[src/aqah_pkg.sv]
`default_nettype none

package aqah_pkg;

    // Alarm level codes
    localparam logic [1:0] LVL_NONE     = 2'd0;
    localparam logic [1:0] LVL_WARNING  = 2'd1;
    localparam logic [1:0] LVL_DANGER   = 2'd2;
    localparam logic [1:0] LVL_CRITICAL = 2'd3;

    // Cause codes
    localparam logic [1:0] CAUSE_NONE = 2'd0;
    localparam logic [1:0] CAUSE_AQI  = 2'd1;
    localparam logic [1:0] CAUSE_CO2  = 2'd2;

    // Configuration register indexes
    typedef enum logic [2:0] {
        REG_AQI_WARN_SET    = 3'd0,
        REG_AQI_WARN_CLR    = 3'd1,
        REG_AQI_DANGER_SET  = 3'd2,
        REG_AQI_DANGER_CLR  = 3'd3,
        REG_AQI_CRIT_SET    = 3'd4,
        REG_AQI_CRIT_CLR    = 3'd5,
        REG_CO2_WARNING_PPM = 3'd6,
        REG_CO2_DANGER_PPM  = 3'd7
    } reg_idx_t;

    localparam int CFG_IDX_W  = 3;
    localparam int CFG_DATA_W = 16;

    // Fixed limits and offsets
    localparam logic [15:0] AQI_LIMIT        = 16'd1000;
    localparam logic [16:0] CO2_LIMIT        = 17'd10000;
    localparam logic [16:0] AQI_JUMP         = 17'd50;
    localparam logic [16:0] CO2_JUMP         = 17'd300;
    localparam logic [16:0] CO2_CRIT_ON_ADD  = 17'd400;
    localparam logic [16:0] CO2_CRIT_OFF_ADD = 17'd300;
    localparam logic [16:0] CO2_OFF_SUB      = 17'd100;

    typedef struct packed {
        logic [15:0] aqi_warn_set;
        logic [15:0] aqi_warn_clr;
        logic [15:0] aqi_danger_set;
        logic [15:0] aqi_danger_clr;
        logic [15:0] aqi_crit_set;
        logic [15:0] aqi_crit_clr;
        logic [14:0] co2_warning_ppm;
        logic [14:0] co2_danger_ppm;
    } cfg_t;

    // What the tracker keeps from the previous sample
    typedef struct packed {
        logic [1:0]  level;
        logic [15:0] prev_aqi;
        logic [15:0] prev_co2;
    } hist_t;

    // Outcome of classifying one sample
    typedef struct packed {
        logic [1:0] level_next;
        logic [1:0] cause;
    } eval_t;

    typedef struct packed {
        logic        active;
        logic [1:0]  level;
        logic [1:0]  cause;
        logic [1:0]  peak_level;
        logic [31:0] activation_count;
        logic [31:0] active_tick_count;
        logic [31:0] warning_entries;
        logic [31:0] danger_entries;
        logic [31:0] critical_entries;
    } stat_t;

endpackage

`default_nettype wire

[src/air_quality_alarm_hysteresis.sv]
// Air quality alarm with hysteresis. Each request on the slave side carries
// one AQI sample and one CO2 sample in ppm; each produces exactly one result
// request on the master side with the stored alarm level, the cause, the
// peak level and the wrapping statistics counters. The block takes one
// sample per clock cycle while results are taken: a sample is held in an
// input register, classified by a short stretch of compares and written
// into the result register, which also holds the alarm state and offers the
// result. While a result waits, one more sample is still taken into the
// input register; after that the slave side stalls until the result is
// taken. The user must write thresholds through the cfg port only while no
// sample is in flight; the block itself does not enforce it.
`default_nettype none

module air_quality_alarm_hysteresis (
    input  wire logic          clk,
    input  wire logic          rst_n,
    input  wire logic          s_axis_tvalid,
    output logic               s_axis_tready,
    input  wire logic [31:0]   s_axis_tdata,   // aqi[15:0], co2_ppm[31:16]
    output logic               m_axis_tvalid,
    input  wire logic          m_axis_tready,
    // active[0], level[2:1], cause[4:3], peak_level[6:5],
    // activation_count[38:7], active_tick_count[70:39], warning_entries[102:71],
    // danger_entries[134:103], critical_entries[166:135], zero[167]
    output logic [167:0]       m_axis_tdata,
    input  wire logic          cfg_we,
    input  wire logic [2:0]    cfg_addr,
    input  wire logic [15:0]   cfg_wdata
);
    import aqah_pkg::*;

    cfg_t        cfg;
    hist_t       hist;
    eval_t       result;
    stat_t       stat;
    logic        in_valid_reg;
    logic [15:0] in_aqi_reg;
    logic [15:0] in_co2_reg;
    logic        out_valid_reg;
    logic        advance;

    assign advance       = in_valid_reg && (!out_valid_reg || m_axis_tready);
    assign s_axis_tready = !in_valid_reg || advance;

    always_ff @(posedge clk or negedge rst_n)
    begin
        if (!rst_n)
        begin
            in_valid_reg  <= 1'b0;
            out_valid_reg <= 1'b0;
        end
        else
        begin
            if (s_axis_tready)
                in_valid_reg <= s_axis_tvalid;
            if (advance)
                out_valid_reg <= 1'b1;
            else if (m_axis_tready)
                out_valid_reg <= 1'b0;
        end
    end

    always_ff @(posedge clk)
    begin
        if (s_axis_tvalid && s_axis_tready)
        begin
            in_aqi_reg <= s_axis_tdata[15:0];
            in_co2_reg <= s_axis_tdata[31:16];
        end
    end

    aqah_cfg u_cfg (
        .clk       (clk),
        .rst_n     (rst_n),
        .cfg_we    (cfg_we),
        .cfg_addr  (cfg_addr),
        .cfg_wdata (cfg_wdata),
        .cfg       (cfg)
    );

    aqah_eval u_eval (
        .aqi     (in_aqi_reg),
        .co2_ppm (in_co2_reg),
        .cfg     (cfg),
        .hist    (hist),
        .result  (result)
    );

    aqah_track u_track (
        .clk     (clk),
        .rst_n   (rst_n),
        .advance (advance),
        .aqi     (in_aqi_reg),
        .co2_ppm (in_co2_reg),
        .result  (result),
        .hist    (hist),
        .stat    (stat)
    );

    assign m_axis_tvalid = out_valid_reg;
    assign m_axis_tdata  = {1'b0,
                            stat.critical_entries,
                            stat.danger_entries,
                            stat.warning_entries,
                            stat.active_tick_count,
                            stat.activation_count,
                            stat.peak_level,
                            stat.cause,
                            stat.level,
                            stat.active};

endmodule

`default_nettype wire

[src/aqah_cfg.sv]
`default_nettype none

module aqah_cfg (
    input  wire logic                            clk,
    input  wire logic                            rst_n,
    input  wire logic                            cfg_we,
    input  wire logic [aqah_pkg::CFG_IDX_W-1:0]  cfg_addr,
    input  wire logic [aqah_pkg::CFG_DATA_W-1:0] cfg_wdata,
    output aqah_pkg::cfg_t                       cfg
);
    import aqah_pkg::*;

    cfg_t cfg_reg;

    always_ff @(posedge clk or negedge rst_n)
    begin
        if (!rst_n)
        begin
            cfg_reg.aqi_warn_set    <= 16'd100;
            cfg_reg.aqi_warn_clr    <= 16'd90;
            cfg_reg.aqi_danger_set  <= 16'd150;
            cfg_reg.aqi_danger_clr  <= 16'd130;
            cfg_reg.aqi_crit_set    <= 16'd250;
            cfg_reg.aqi_crit_clr    <= 16'd220;
            cfg_reg.co2_warning_ppm <= 15'd1000;
            cfg_reg.co2_danger_ppm  <= 15'd2000;
        end
        else if (cfg_we)
        begin
            case (reg_idx_t'(cfg_addr))
                REG_AQI_WARN_SET:    cfg_reg.aqi_warn_set    <= cfg_wdata;
                REG_AQI_WARN_CLR:    cfg_reg.aqi_warn_clr    <= cfg_wdata;
                REG_AQI_DANGER_SET:  cfg_reg.aqi_danger_set  <= cfg_wdata;
                REG_AQI_DANGER_CLR:  cfg_reg.aqi_danger_clr  <= cfg_wdata;
                REG_AQI_CRIT_SET:    cfg_reg.aqi_crit_set    <= cfg_wdata;
                REG_AQI_CRIT_CLR:    cfg_reg.aqi_crit_clr    <= cfg_wdata;
                REG_CO2_WARNING_PPM: cfg_reg.co2_warning_ppm <= cfg_wdata[14:0];
                REG_CO2_DANGER_PPM:  cfg_reg.co2_danger_ppm  <= cfg_wdata[14:0];
                default: ;
            endcase
        end
    end

    assign cfg = cfg_reg;

endmodule

`default_nettype wire

[src/aqah_eval.sv]
`default_nettype none

module aqah_eval (
    input  wire logic [15:0] aqi,
    input  wire logic [15:0] co2_ppm,
    input  aqah_pkg::cfg_t   cfg,
    input  aqah_pkg::hist_t  hist,
    output aqah_pkg::eval_t  result
);
    import aqah_pkg::*;

    logic [16:0] aqi_x;
    logic [16:0] co2_x;
    logic [16:0] warn_x;
    logic [16:0] danger_x;
    logic [1:0]  lvl_aqi;
    logic [1:0]  lvl_co2;
    logic [1:0]  cand;
    logic        aqi_jump;
    logic        co2_jump;
    logic        release_ok;

    assign aqi_x    = {1'b0, aqi};
    assign co2_x    = {1'b0, co2_ppm};
    assign warn_x   = {2'b00, cfg.co2_warning_ppm};
    assign danger_x = {2'b00, cfg.co2_danger_ppm};

    // The 17-bit sums cannot overflow, so every compare is exact.
    assign aqi_jump = (hist.prev_aqi != 16'd0) && (aqi_x > {1'b0, hist.prev_aqi} + AQI_JUMP);
    assign co2_jump = (hist.prev_co2 != 16'd0) && (co2_x > {1'b0, hist.prev_co2} + CO2_JUMP);

    always_comb
    begin
        if (aqi >= cfg.aqi_crit_set)
            lvl_aqi = LVL_CRITICAL;
        else if (aqi >= cfg.aqi_danger_set)
            lvl_aqi = LVL_DANGER;
        else if (aqi >= cfg.aqi_warn_set)
            lvl_aqi = LVL_WARNING;
        else
            lvl_aqi = LVL_NONE;

        if (co2_x >= danger_x + CO2_CRIT_ON_ADD)
            lvl_co2 = LVL_CRITICAL;
        else if (co2_x >= danger_x)
            lvl_co2 = LVL_DANGER;
        else if (co2_x >= warn_x)
            lvl_co2 = LVL_WARNING;
        else
            lvl_co2 = LVL_NONE;

        cand = (lvl_aqi > lvl_co2) ? lvl_aqi : lvl_co2;
        if ((aqi > AQI_LIMIT) || (co2_x > CO2_LIMIT))
            cand = LVL_CRITICAL;
        if ((aqi_jump || co2_jump) && (cand < LVL_DANGER))
            cand = LVL_DANGER;

        // A release threshold below zero can never be met; comparing
        // co2 + 100 against the threshold handles that without signs.
        case (hist.level)
            LVL_CRITICAL:
                release_ok = (aqi < cfg.aqi_crit_clr)
                             && (co2_x < danger_x + CO2_CRIT_OFF_ADD);
            LVL_DANGER:
                release_ok = (aqi < cfg.aqi_danger_clr)
                             && (co2_x + CO2_OFF_SUB < danger_x);
            LVL_WARNING:
                release_ok = (aqi < cfg.aqi_warn_clr)
                             && (co2_x + CO2_OFF_SUB < warn_x);
            default:
                release_ok = 1'b1;
        endcase

        result.level_next = ((cand > hist.level) || release_ok) ? cand : hist.level;
        result.cause      = ((lvl_aqi != LVL_NONE) ? CAUSE_AQI : CAUSE_NONE)
                          | ((lvl_co2 != LVL_NONE) ? CAUSE_CO2 : CAUSE_NONE);
    end

endmodule

`default_nettype wire

[src/aqah_track.sv]
`default_nettype none

module aqah_track (
    input  wire logic        clk,
    input  wire logic        rst_n,
    input  wire logic        advance,
    input  wire logic [15:0] aqi,
    input  wire logic [15:0] co2_ppm,
    input  aqah_pkg::eval_t  result,
    output aqah_pkg::hist_t  hist,
    output aqah_pkg::stat_t  stat
);
    import aqah_pkg::*;

    // The result register doubles as the alarm state: it only changes
    // when a sample moves into it.
    stat_t       stat_reg;
    stat_t       stat_next;
    logic [15:0] prev_aqi_reg;
    logic [15:0] prev_co2_reg;
    logic        changed;
    logic        now_active;

    always_comb
    begin
        changed    = (result.level_next != stat_reg.level);
        now_active = (result.level_next != LVL_NONE);
        stat_next  = stat_reg;

        stat_next.active     = now_active;
        stat_next.level      = result.level_next;
        stat_next.cause      = result.cause;
        stat_next.peak_level = (result.level_next > stat_reg.peak_level)
                               ? result.level_next : stat_reg.peak_level;

        if (now_active)
            stat_next.active_tick_count = stat_reg.active_tick_count + 32'd1;
        if (now_active && (stat_reg.level == LVL_NONE))
            stat_next.activation_count = stat_reg.activation_count + 32'd1;
        if (changed && (result.level_next == LVL_WARNING))
            stat_next.warning_entries = stat_reg.warning_entries + 32'd1;
        if (changed && (result.level_next == LVL_DANGER))
            stat_next.danger_entries = stat_reg.danger_entries + 32'd1;
        if (changed && (result.level_next == LVL_CRITICAL))
            stat_next.critical_entries = stat_reg.critical_entries + 32'd1;
    end

    always_ff @(posedge clk or negedge rst_n)
    begin
        if (!rst_n)
        begin
            stat_reg     <= '0;
            prev_aqi_reg <= 16'd0;
            prev_co2_reg <= 16'd0;
        end
        else if (advance)
        begin
            stat_reg     <= stat_next;
            prev_aqi_reg <= aqi;
            prev_co2_reg <= co2_ppm;
        end
    end

    assign hist.level    = stat_reg.level;
    assign hist.prev_aqi = prev_aqi_reg;
    assign hist.prev_co2 = prev_co2_reg;
    assign stat          = stat_reg;

endmodule

`default_nettype wire

[config.mk]
export PLATFORM = sky130hd
export DESIGN_NAME = air_quality_alarm_hysteresis
export DESIGN_NICKNAME = d
export VERILOG_FILES = /design/src/aqah_pkg.sv /design/src/air_quality_alarm_hysteresis.sv /design/src/aqah_cfg.sv /design/src/aqah_eval.sv /design/src/aqah_track.sv
export SDC_FILE = /design/constraint.sdc
export NUM_CORES = 1
export LEC_CHECK = 0
export ABC_CLOCK_PERIOD_IN_PS = 7300
export BUFFER_PORTS_ARGS = -buffer_cell sky130_fd_sc_hd__buf_2
export CORE_AREA = 2 2 204 206
export CTS_BUF_LIST = sky130_fd_sc_hd__clkbuf_4 sky130_fd_sc_hd__clkbuf_8 sky130_fd_sc_hd__clkbuf_16
export CTS_CLUSTER_SIZE = 25
export DETAILED_ROUTE_END_ITERATION = 10
export DIE_AREA = 0 0 206 208
export GPL_TIMING_DRIVEN = 0
export PLACE_DENSITY = 0.76
export SLEW_MARGIN = 0
export SYNTH_ARGS = -nofsm -noshare
export SYNTH_HDL_FRONTEND = slang
export SYNTH_HIERARCHICAL = 1
export SYNTH_SLANG_ARGS = --single-unit
[constraint.sdc]
create_clock -name clk -period 7.3 [get_ports clk]
set_input_delay 0.365 -clock clk [delete_from_list [all_inputs] [get_ports clk]]
set_output_delay 0.365 -clock clk [all_outputs]
set_load 0.02 [all_outputs]
# Word level (Yosys, flattened, before mapping)
# Index checks and enable logic that the tools add are counted.
# Widths: inputs -> output; s select.
[op_classes] add_sub_neg=10 reduce_logical=41 n_lt_le_gt_ge=20 mux=15 n_eq_ne=14 bitwise_logic=1
[op_table] operator="$add 32x1->32 const B" n=5
[op_table] operator="$ge 16x16->1" n=3
[op_table] operator="$lt 16x16->1" n=3
[op_table] operator="$gt 16x17->1" n=2
[op_table] operator="$lt 17x15->1" n=2
[op_table] operator="$add 15x9->16 const B" n=2
[op_table] operator="$ge 16x15->1" n=2
[op_table] operator="$reduce_bool 16->1" n=2
[op_table] operator="$reduce_and 2->1" n=14
[op_table] operator="$mux 2" n=9
[op_table] operator="$add 16x6->17 const B" n=1
[op_table] operator="$add 16x7->17 const B" n=1
[op_table] operator="$add 16x9->17 const B" n=1
[op_table] operator="$ge 16x17->1" n=1
[op_table] operator="$lt 16x17->1" n=1
[op_table] operator="$gt 16x10->1 const B" n=1
[op_table] operator="$gt 16x14->1 const B" n=1
[op_table] operator="$eq 3x3->1 const B" n=4
[op_table] operator="$logic_and 1x1->1" n=12
[op_table] operator="$eq 2x2->1 const B" n=4
[op_table] operator="$reduce_bool 2->1" n=4
[op_table] operator="$eq 3x2->1 const B" n=2
[op_table] operator="$gt 2x2->1" n=3
[op_table] operator="$logic_or 1x1->1" n=5
[op_table] operator="10 further kinds" n=16
[word_totals] output_inout_bits=170 register_bits=359

# Logic depth before layout (Yosys ltp)
# Gate-level depths: netlist (run 1).
[logic_depth] word_depth=16 ltp_mapped=31 depth_no_buf=30

# Hierarchy
# Netlist (run 1), hierarchy kept.
[modules_own_cells] module="aqah_track" n_inst=1 area_each_um2=8643.3 cells_per_inst=729 seq_area_each_um2=4979.8
[modules_own_cells] module="aqah_eval" n_inst=1 area_each_um2=6241.0 cells_per_inst=836 seq_area_each_um2=0.0
[modules_own_cells] module="aqah_cfg" n_inst=1 area_each_um2=4887.2 cells_per_inst=275 seq_area_each_um2=3198.1
[modules_own_cells] module="air_quality_alarm_hysteresis" n_inst=1 area_each_um2=1076.0 cells_per_inst=42 seq_area_each_um2=1011.0

# Worst setup path after synthesis (run 1)
# No wires, ideal clock.
[synth_path] kind="register -> register" startpoint="register u_cfg.cfg_reg, in the netlist u_cfg/cfg[6]" endpoint="register u_track.stat_reg, in the netlist u_track/stat[23]" path_slack_ps=1574 setup_time_ps=129 t_arrival_ps=5597 path_stages_with_launch=26 period_less_slack_ps=5726 cell_sequence="dfstp_2 clkbuf_1 nand3_1 and3_1 or4_1 ha_1 nand4_1 nor3_1 a2111oi_0 nand2_1 nor2_1 ha_1 inv_1 or4_4 ha_1 nor2b_1 o21ai_0 nand3_1 o2bb2ai_2 buf_4 nand3_2 nor4b_4 and3_1 buf_2 nand4_1 xnor2_1"
[synth_lines] item="start, declared" line_no="aqah_cfg.sv:13" source="cfg_t cfg_reg;"
[synth_lines] item="end signal, assigned" line_no="aqah_track.sv:58" source="stat_reg <= stat_next;"
[synth_lines] item="end, declared" line_no="aqah_track.sv:17" source="stat_t stat_reg;"

==> run_results.csv, run 1 <==
group,metric,value,unit
outcome,run_status,"finished, final reports clean",
critical_path,worstSetupEndpointType,"flop",
critical_path,path_max_fanout,10,
power_and_ir_drop,p_sw_share,33.2,%
floorplan,die_h,208,µm
power_and_ir_drop,ir_drop,0.223,mV
grt,antenna_found_initial,0,
critical_path,reg2reg_depth,28,
synthesis,avgSynthCellArea,11.1,µm²
clock_tree,cts-buffers-inserted,41,
placed_design,place_area,0.0227,mm²
placed_design,io_buffers,220,
drt,viasPerCell,5.63,
synthesis,synth_edf_count,32,
synthesis,yosysSeqAreaShare,44.1,%
drt,ant_nets,0,
clock_tree,cts-root-buf,"clkbuf_16",
timing,slew_viol_final,0,
synthesis,synth_area,0.0208,mm²
floorplan,fp-row-count,74,
timing,worstMarginPinSlew,894,ps
drt,drc,0,
worst_hold_path,worstHoldStart,"m_axis_tready",
clock_tree,cts_buffer_depth,3,
floorplan,io_pins,226,
drt,drtIter0Drc,1049,
synthesis,synthFlopType,"dfrtp_1",
clock_tree,cts_tree,"built",
floorplan,initial_core_util,51.4,%
cells_and_area,design_area,0.0245,mm²
critical_path,r2r-start,"u_cfg/cfg[6]",
critical_path,required,7780,ps
synthesis,syn_nets,2165,
power_and_ir_drop,p_seq_share,40.6,%
floorplan,dieWidth,206,µm
cells_and_area,synthToLayoutAreaGrowth,17.5,%
timing,tns,0,ps
power_and_ir_drop,combPwrFrac,27.9,%
synthesis,synth-seq-cells,359,
power_and_ir_drop,total_power,0.00646,W
timing,hold_viol,0,
grt,track_usage,24.3,%
cells_and_area,final_nets,2476,
cells_and_area,largest_register_ffs,165,
timing,rsz0062_at_grt,"no",
synthesis,ys_warn_count,6,
drt,wl,52.5,mm
timing,setup_viol,0,
floorplan,core,0.0406,mm²
synthesis,synthCells,1882,
worst_hold_path,min_delay_path_depth,3,
clock_tree,cts_sinks,359,
critical_path,worstSetupStartpointType,"flop",
synthesis,postSynth.asyncResetShare,91.1,%
worst_hold_path,min_path_type,"input pin to flop",
power_and_ir_drop,power_switching,0.00215,W
critical_path,crit_type,"flop to flop",
placed_design,hpwl,37.8,mm
critical_path,cp.arrival,7240,ps
drt,wl_per_cell,19.1,µm
clock_tree,clk_latency,580,ps
power_and_ir_drop,p_clk_share,31.5,%
timing,period_share,92.7,%
clock_tree,clkSlewWorstSetupHoldPaths,60,ps
worst_hold_path,min_to,"m_axis_tvalid",
cells_and_area,drive_above_1_share,25.5,%
synthesis,ys_types,80,
timing,slew_headroom,39.9,%
power_and_ir_drop,p_per_area,264,mW/mm²
power_and_ir_drop,internal_power,0.00431,W
critical_path,slowest_delay,530,ps
drt,vias,15500,
grt,grt_pass1_vias,15700,
drt,firstDrtPassIters,5,
grt,grt_pass1_wl,82.7,mm
timing,post-route-min-period,6760,ps
grt,overflow,0,
grt,grt_max_degree,129,
timing,fmax,148,MHz
critical_path,rrSetupSlack,540,ps
clock_tree,cts_htree_levels,2,
critical_path,crit_slowest_cell,"dfstp_2",
placed_design,gp_congestion,0.881,
floorplan,dieArea,0.0428,mm²
timing,skew,32.1,ps
critical_path,r2r-end,"u_track/stat[92]",
power_and_ir_drop,leakage,11.8,nW
flow_run,maxCapViolCount,0,
## layout make-up
type                    instances  area [µm²]
fillers                      3340       16100
multi-input cells            1338       10900
flip-flops and latches        359        9190
repair buffers                267        1600
clock buffers                  56        1220
well taps                     532         666
inverters                     153         574
plain buffers                  33         218
clock inverters                19         113
diodes                          1        2.50
## cell usage after synthesis, drive strengths merged (3+ instances only)
master	count	area share, %
nor2	85	1.6
o211ai	8	0.29
inv	153	2.8
nor4b	5	0.46
o21a	14	0.50
nand4b	4	0.26
nand3	86	2.1
nor3	34	0.86
a21o	24	0.86
or4	4	0.16
and3	29	0.87
edfxtp	32	4.6
and2	10	0.31
ha	227	14
nor4bb	3	0.14
dfrtp	291	35
o2111a	3	0.16
clkbuf	4	0.072
o31a	3	0.13
nand4	76	2.3
xnor2	144	6.0
xor2	66	2.8
a2111oi	9	0.47
and4	16	0.67
nor4	25	0.85
dfstp	36	4.5
a211o	4	0.17
nand2b	15	0.45
a211oi	8	0.29
nand2	114	2.1
or3	3	0.090
o2111ai	5	0.24
nor2b	17	0.51
o21ai	43	1.0
buf	29	0.96
a21oi	58	1.4
o31ai	4	0.14
mux2	165	9.1
## cells in the final DEF (no fill, tap or decap), types with 6 or more instances in the layout
| cell type | Yosys | routed |
|---|---|---|
| o21a_1 | 14 | 14 |
| nand4_1 | 74 | 74 |
| and2_1 | 8 | 8 |
| nand2_1 | 114 | 114 |
| ha_1 | 227 | 227 |
| buf_4 | 7 | 17 |
| clkbuf_16 | 0 | 43 |
| clkbuf_4 | 0 | 6 |
| o211ai_1 | 8 | 8 |
| inv_1 | 152 | 152 |
| a21o_1 | 24 | 24 |
| nor2_1 | 83 | 83 |
| xor2_1 | 66 | 66 |
| mux2_2 | 155 | 155 |
| nor4_1 | 23 | 23 |
| and3_1 | 29 | 29 |
| mux2_4 | 10 | 10 |
| a211oi_1 | 8 | 8 |
| and4_1 | 16 | 16 |
| nor3_1 | 32 | 32 |
| buf_2 | 13 | 231 |
| edfxtp_1 | 32 | 32 |
| o21ai_0 | 38 | 37 |
| nand3_1 | 84 | 84 |
| dlygate4sd3_1 | 0 | 34 |
| dfstp_2 | 36 | 36 |
| dfrtp_1 | 291 | 291 |
| nor2b_1 | 17 | 17 |
| clkbuf_8 | 0 | 8 |
| xnor2_1 | 144 | 144 |
| a21oi_1 | 56 | 56 |
| nand2b_1 | 15 | 15 |
| clkinv_2 | 0 | 9 |
## critical path, delay by kind of cell, from the launching register on
family,cells,cell delay (ps)
and+or+nand+nor,15,2830
AOI/OAI and AO/OA,6,1510
adders and majority gates,3,850
buffers and inverters,3,760
DFF,1,530
xor gates and xnor gates,1,160
## power by group through the flow
stage,Sequential (W),Combinational [W],Clock (W)
after floorplan,0.00263,0.00120,0
after global placement,0.00263,0.00166,0
after detailed placement,0.00265,0.00175,0
after CTS,0.00262,0.00178,0.00208
after global routing,0.00266,0.00201,0.00217
final,0.00262,0.00180,0.00204
## metal layers
metal / global-route usage (%) / wire [µm] / up-vias
li1: - / - / 7337
met1: 31.9 / 23200 / 7724
met2: 41.4 / 25600 / 379
met3: 3.37 / 2210 / 96
met4: 7.68 / 1520 / 0
met5: 0 / 0 / -
## repair_timing
| item | CTS | global route |
|---|---|---|
| hold buffers | 34 | 0 |
| resized for setup | 0 | 9 |
| buffers inserted | 0 | 11 |
| hold endpoints to repair | 126 | 0 |
| endpoints found under the setup margin | 0 | 77 |
## how the worst max path moves through the flow
| stage | from | endpoint | cells after the start |
|---|---|---|---|
| CTS | u_cfg/cfg[6] | u_track/stat[86] | 27 |
| floorplan | u_cfg/cfg[6] | u_track/stat[23] | 25 |
| global route | u_cfg/cfg[6] | u_track/stat[86] | 28 |
| finish | u_cfg/cfg[6] | u_track/stat[92] | 28 |
| detailed placement | u_cfg/cfg[6] | u_track/stat[86] | 27 |
| global placement | rst_n | u_track/stat[51] | 1 |
## metrics by stage
stage	setup WS (ps)	hold WS, ps	cells	util [%]
after floorplan	1570	69.4	1882	-
after global placement	-270	450	2634	55.8
after detailed placement	200	458	2636	55.9
after CTS	169	74.3	2745	60.1
after global routing	77.9	95.9	2757	60.4
final	536	96.8	2758	60.4
## cells by family (layout without fill, tap and decap cells)
| group | Yosys count | in the layout | synth area share [%] |
|---|---|---|---|
| AO/OA/AOI/OAI | 199 | 199 | 6.40 |
| XOR/XNOR | 210 | 210 | 8.82 |
| adder cells (fa/ha/maj) | 227 | 227 | 13.6 |
| buffers and inverters | 186 | 528 | 3.79 |
| flip-flops | 359 | 359 | 44.1 |
| multiplexers | 166 | 166 | 9.14 |
| other | 1 | 2 | 0.0180 |
| AND/OR/NAND/NOR | 534 | 535 | 14.1 |
Note: power is estimated with default switching activity, not from simulation.
==> run 2, diff against run 1 <==
- BUFFER_PORTS_ARGS: -buffer_cell sky130_fd_sc_hd__buf_2 -> unset
- CORE_AREA: 2 2 204 206 -> 2 2 208 210
- DIE_AREA: 0 0 206 208 -> 0 0 210 212
- DONT_BUFFER_PORTS: unset -> 1
- PLACE_DENSITY: 0.76 -> 0.69
==> run 2 against run 1 <==
Against the previous run:
- the run now ends with hold timing left
- first-iteration DRC count fell by 24%
- total power fell by 0.11%
- critical path type unchanged
- via count fell by 5.0%
- largest cell class unchanged
- cell count fell by 6.7%
==> run_results.csv, run 2 (synthesis results as in run 1) <==
group,metric,value,unit
timing,holdWs,-494,ps
cells_and_area,multi_input_area,0.0109,mm²
power_and_ir_drop,ir_drop,0.162,mV
cells_and_area,layout_commonest_cell,"dfrtp_1",
power_and_ir_drop,p_seq_share,42.2,%
floorplan,initial_core_util,49.0,%
critical_path,slowest_delay,540,ps
critical_path,rrSetupSlack,420,ps
power_and_ir_drop,leakage,10.8,nW
timing,period_share,94.2,%
cells_and_area,fill_cells,3554,
clock_tree,clk_latency,570,ps
floorplan,core,0.0425,mm²
drt,drc,0,
grt,grt_pass1_vias,15000,
clock_tree,cts-buffers-inserted,41,
critical_path,worstSetupStartpointType,"flop",
power_and_ir_drop,p_per_area,273,mW/mm²
critical_path,timing.critical_path.max_delay_family,"simple AND/OR/NAND/NOR gates",
power_and_ir_drop,internal_power,0.00439,W
clock_tree,holdBufCountCts,50,
power_and_ir_drop,total_power,0.00645,W
drt,viasPerCell,5.74,
drt,wl,51.5,mm
clock_tree,cts_buffer_depth,3,
critical_path,r2r-start,"u_cfg/cfg[7]",
critical_path,required,7730,ps
placed_design,gp_congestion,0.878,
drt,firstDrtPassIters,6,
drt,vias,14800,
critical_path,crit_slowest_cell,"dfstp_2",
power_and_ir_drop,p_sw_share,32.0,%
timing,tns,0,ps
cells_and_area,synthToLayoutAreaGrowth,13.5,%
placed_design,hpwl,36.3,mm
critical_path,worstSetupEndpointType,"flop",
grt,overflow,0,
cells_and_area,seqCellArea,0.00919,mm²
clock_tree,cts_tree,"built",
cells_and_area,drive_above_1_share,17.4,%
clock_tree,clkSlewWorstSetupHoldPaths,60,ps
worst_hold_path,min_path_type,"input pin to async pin",
floorplan,dieArea,0.0445,mm²
critical_path,reg2reg_depth,29,
critical_path,crit_type,"flop to flop",
cells_and_area,largest_register_ffs,165,
placed_design,io_buffers,0,
clock_tree,cts-root-buf,"clkbuf_16",
cells_and_area,stdcell_count,2573,
drt,wl_per_cell,20.0,µm
critical_path,cp.arrival,7310,ps
floorplan,dieWidth,210,µm
outcome,run_status,"finished with violations",
timing,setup_slack,423,ps
power_and_ir_drop,power_switching,0.00206,W
flow_run,maxCapViolCount,0,
grt,track_usage,22.8,%
timing,setup_viol,0,
timing,slew_headroom,9.45,%
clock_tree,cts_htree_levels,2,
cells_and_area,mostFrequentLayoutCells,"dfrtp_1, ha_1, mux2_2, inv_1, xnor2_1",
critical_path,r2r-end,"u_track/stat[125]",
placed_design,dp_slack,172,ps
floorplan,die_h,212,µm
drt,drtIter0Drc,794,
power_and_ir_drop,combPwrFrac,24.4,%
grt,grt_pass1_wl,80.1,mm
grt,antenna_found_initial,7,
floorplan,fp-row-count,76,
timing,skew,22.1,ps
clock_tree,cts_sinks,359,
placed_design,dp.cells,2428,
timing,hold_viol,291,
cells_and_area,final_nets,2272,
timing,worstMarginPinSlew,1360,ps
floorplan,io_pins,226,
timing,post-route-min-period,6880,ps
outcome,violations,"hold timing",
timing,fmax,145,MHz
power_and_ir_drop,p_clk_share,33.4,%
critical_path,path_buf_inv,5,
critical_path,path_max_fanout,10,
drt,ant_nets,0,
timing,slew_viol_final,0,
grt,grt_max_degree,328,
-- run 2: area by class of cell --
class	instances	area share [%]
Buffer	32	0.904
Inverter	153	2.43
Sequential cell	359	38.8
Antenna cell	5	0.0529
Timing Repair Buffer	64	2.67
Clock inverter	15	0.677
Tap cell	546	2.89
Clock buffer	61	5.35
Multi-Input combinational cell	1338	46.2
-- run 2: worst max-delay path by stage --
| stage | start | endpoint | cells after the start |
|---|---|---|---|
| floorplan | u_cfg/cfg[6] | u_track/stat[23] | 25 |
| global placement | u_cfg/cfg[6] | u_track/stat[86] | 27 |
| detailed placement | u_cfg/cfg[6] | u_track/stat[86] | 27 |
| CTS | u_cfg/cfg[6] | u_track/stat[95] | 27 |
| global route | u_cfg/cfg[7] | u_track/stat[121] | 29 |
| finish | u_cfg/cfg[7] | u_track/stat[125] | 29 |
-- run 2: per-stage QoR --
stage / area, µm² / utilization, %
3_5_place_dp: 21500 / 50.7
3_3_place_gp: 21500 / 50.7
6_report: 23700 / 55.7
5_1_grt: 23700 / 55.6
4_1_cts: 23500 / 55.2
2_1_floorplan: 20800 / -
-- run 2: repair_timing --
action	CTS	global route
endpoints found under the setup margin	0	112
gates resized for setup	0	10
buffers inserted	0	14
hold endpoints to repair	487	327
-- run 2: per-layer routing --
metal | vias up | GRT usage, % | part of all wire [%]
li1 | 6949 | - | -
met1 | 7341 | 29.7 | 44
met2 | 351 | 37.6 | 48
met3 | 114 | 4.64 | 5.1
met4 | 4 | 9.05 | 3.1
met5 | - | 0 | 0.052
-- run 2: power groups by stage --
stage / sequential [W] / clock, W / combinational, W
after floorplan: 0.00263 / 0 / 0.00120
after global placement: 0.00274 / 0 / 0.00143
after detailed placement: 0.00276 / 0 / 0.00150
after CTS: 0.00272 / 0.00221 / 0.00156
after global routing: 0.00276 / 0.00229 / 0.00177
final: 0.00272 / 0.00215 / 0.00158
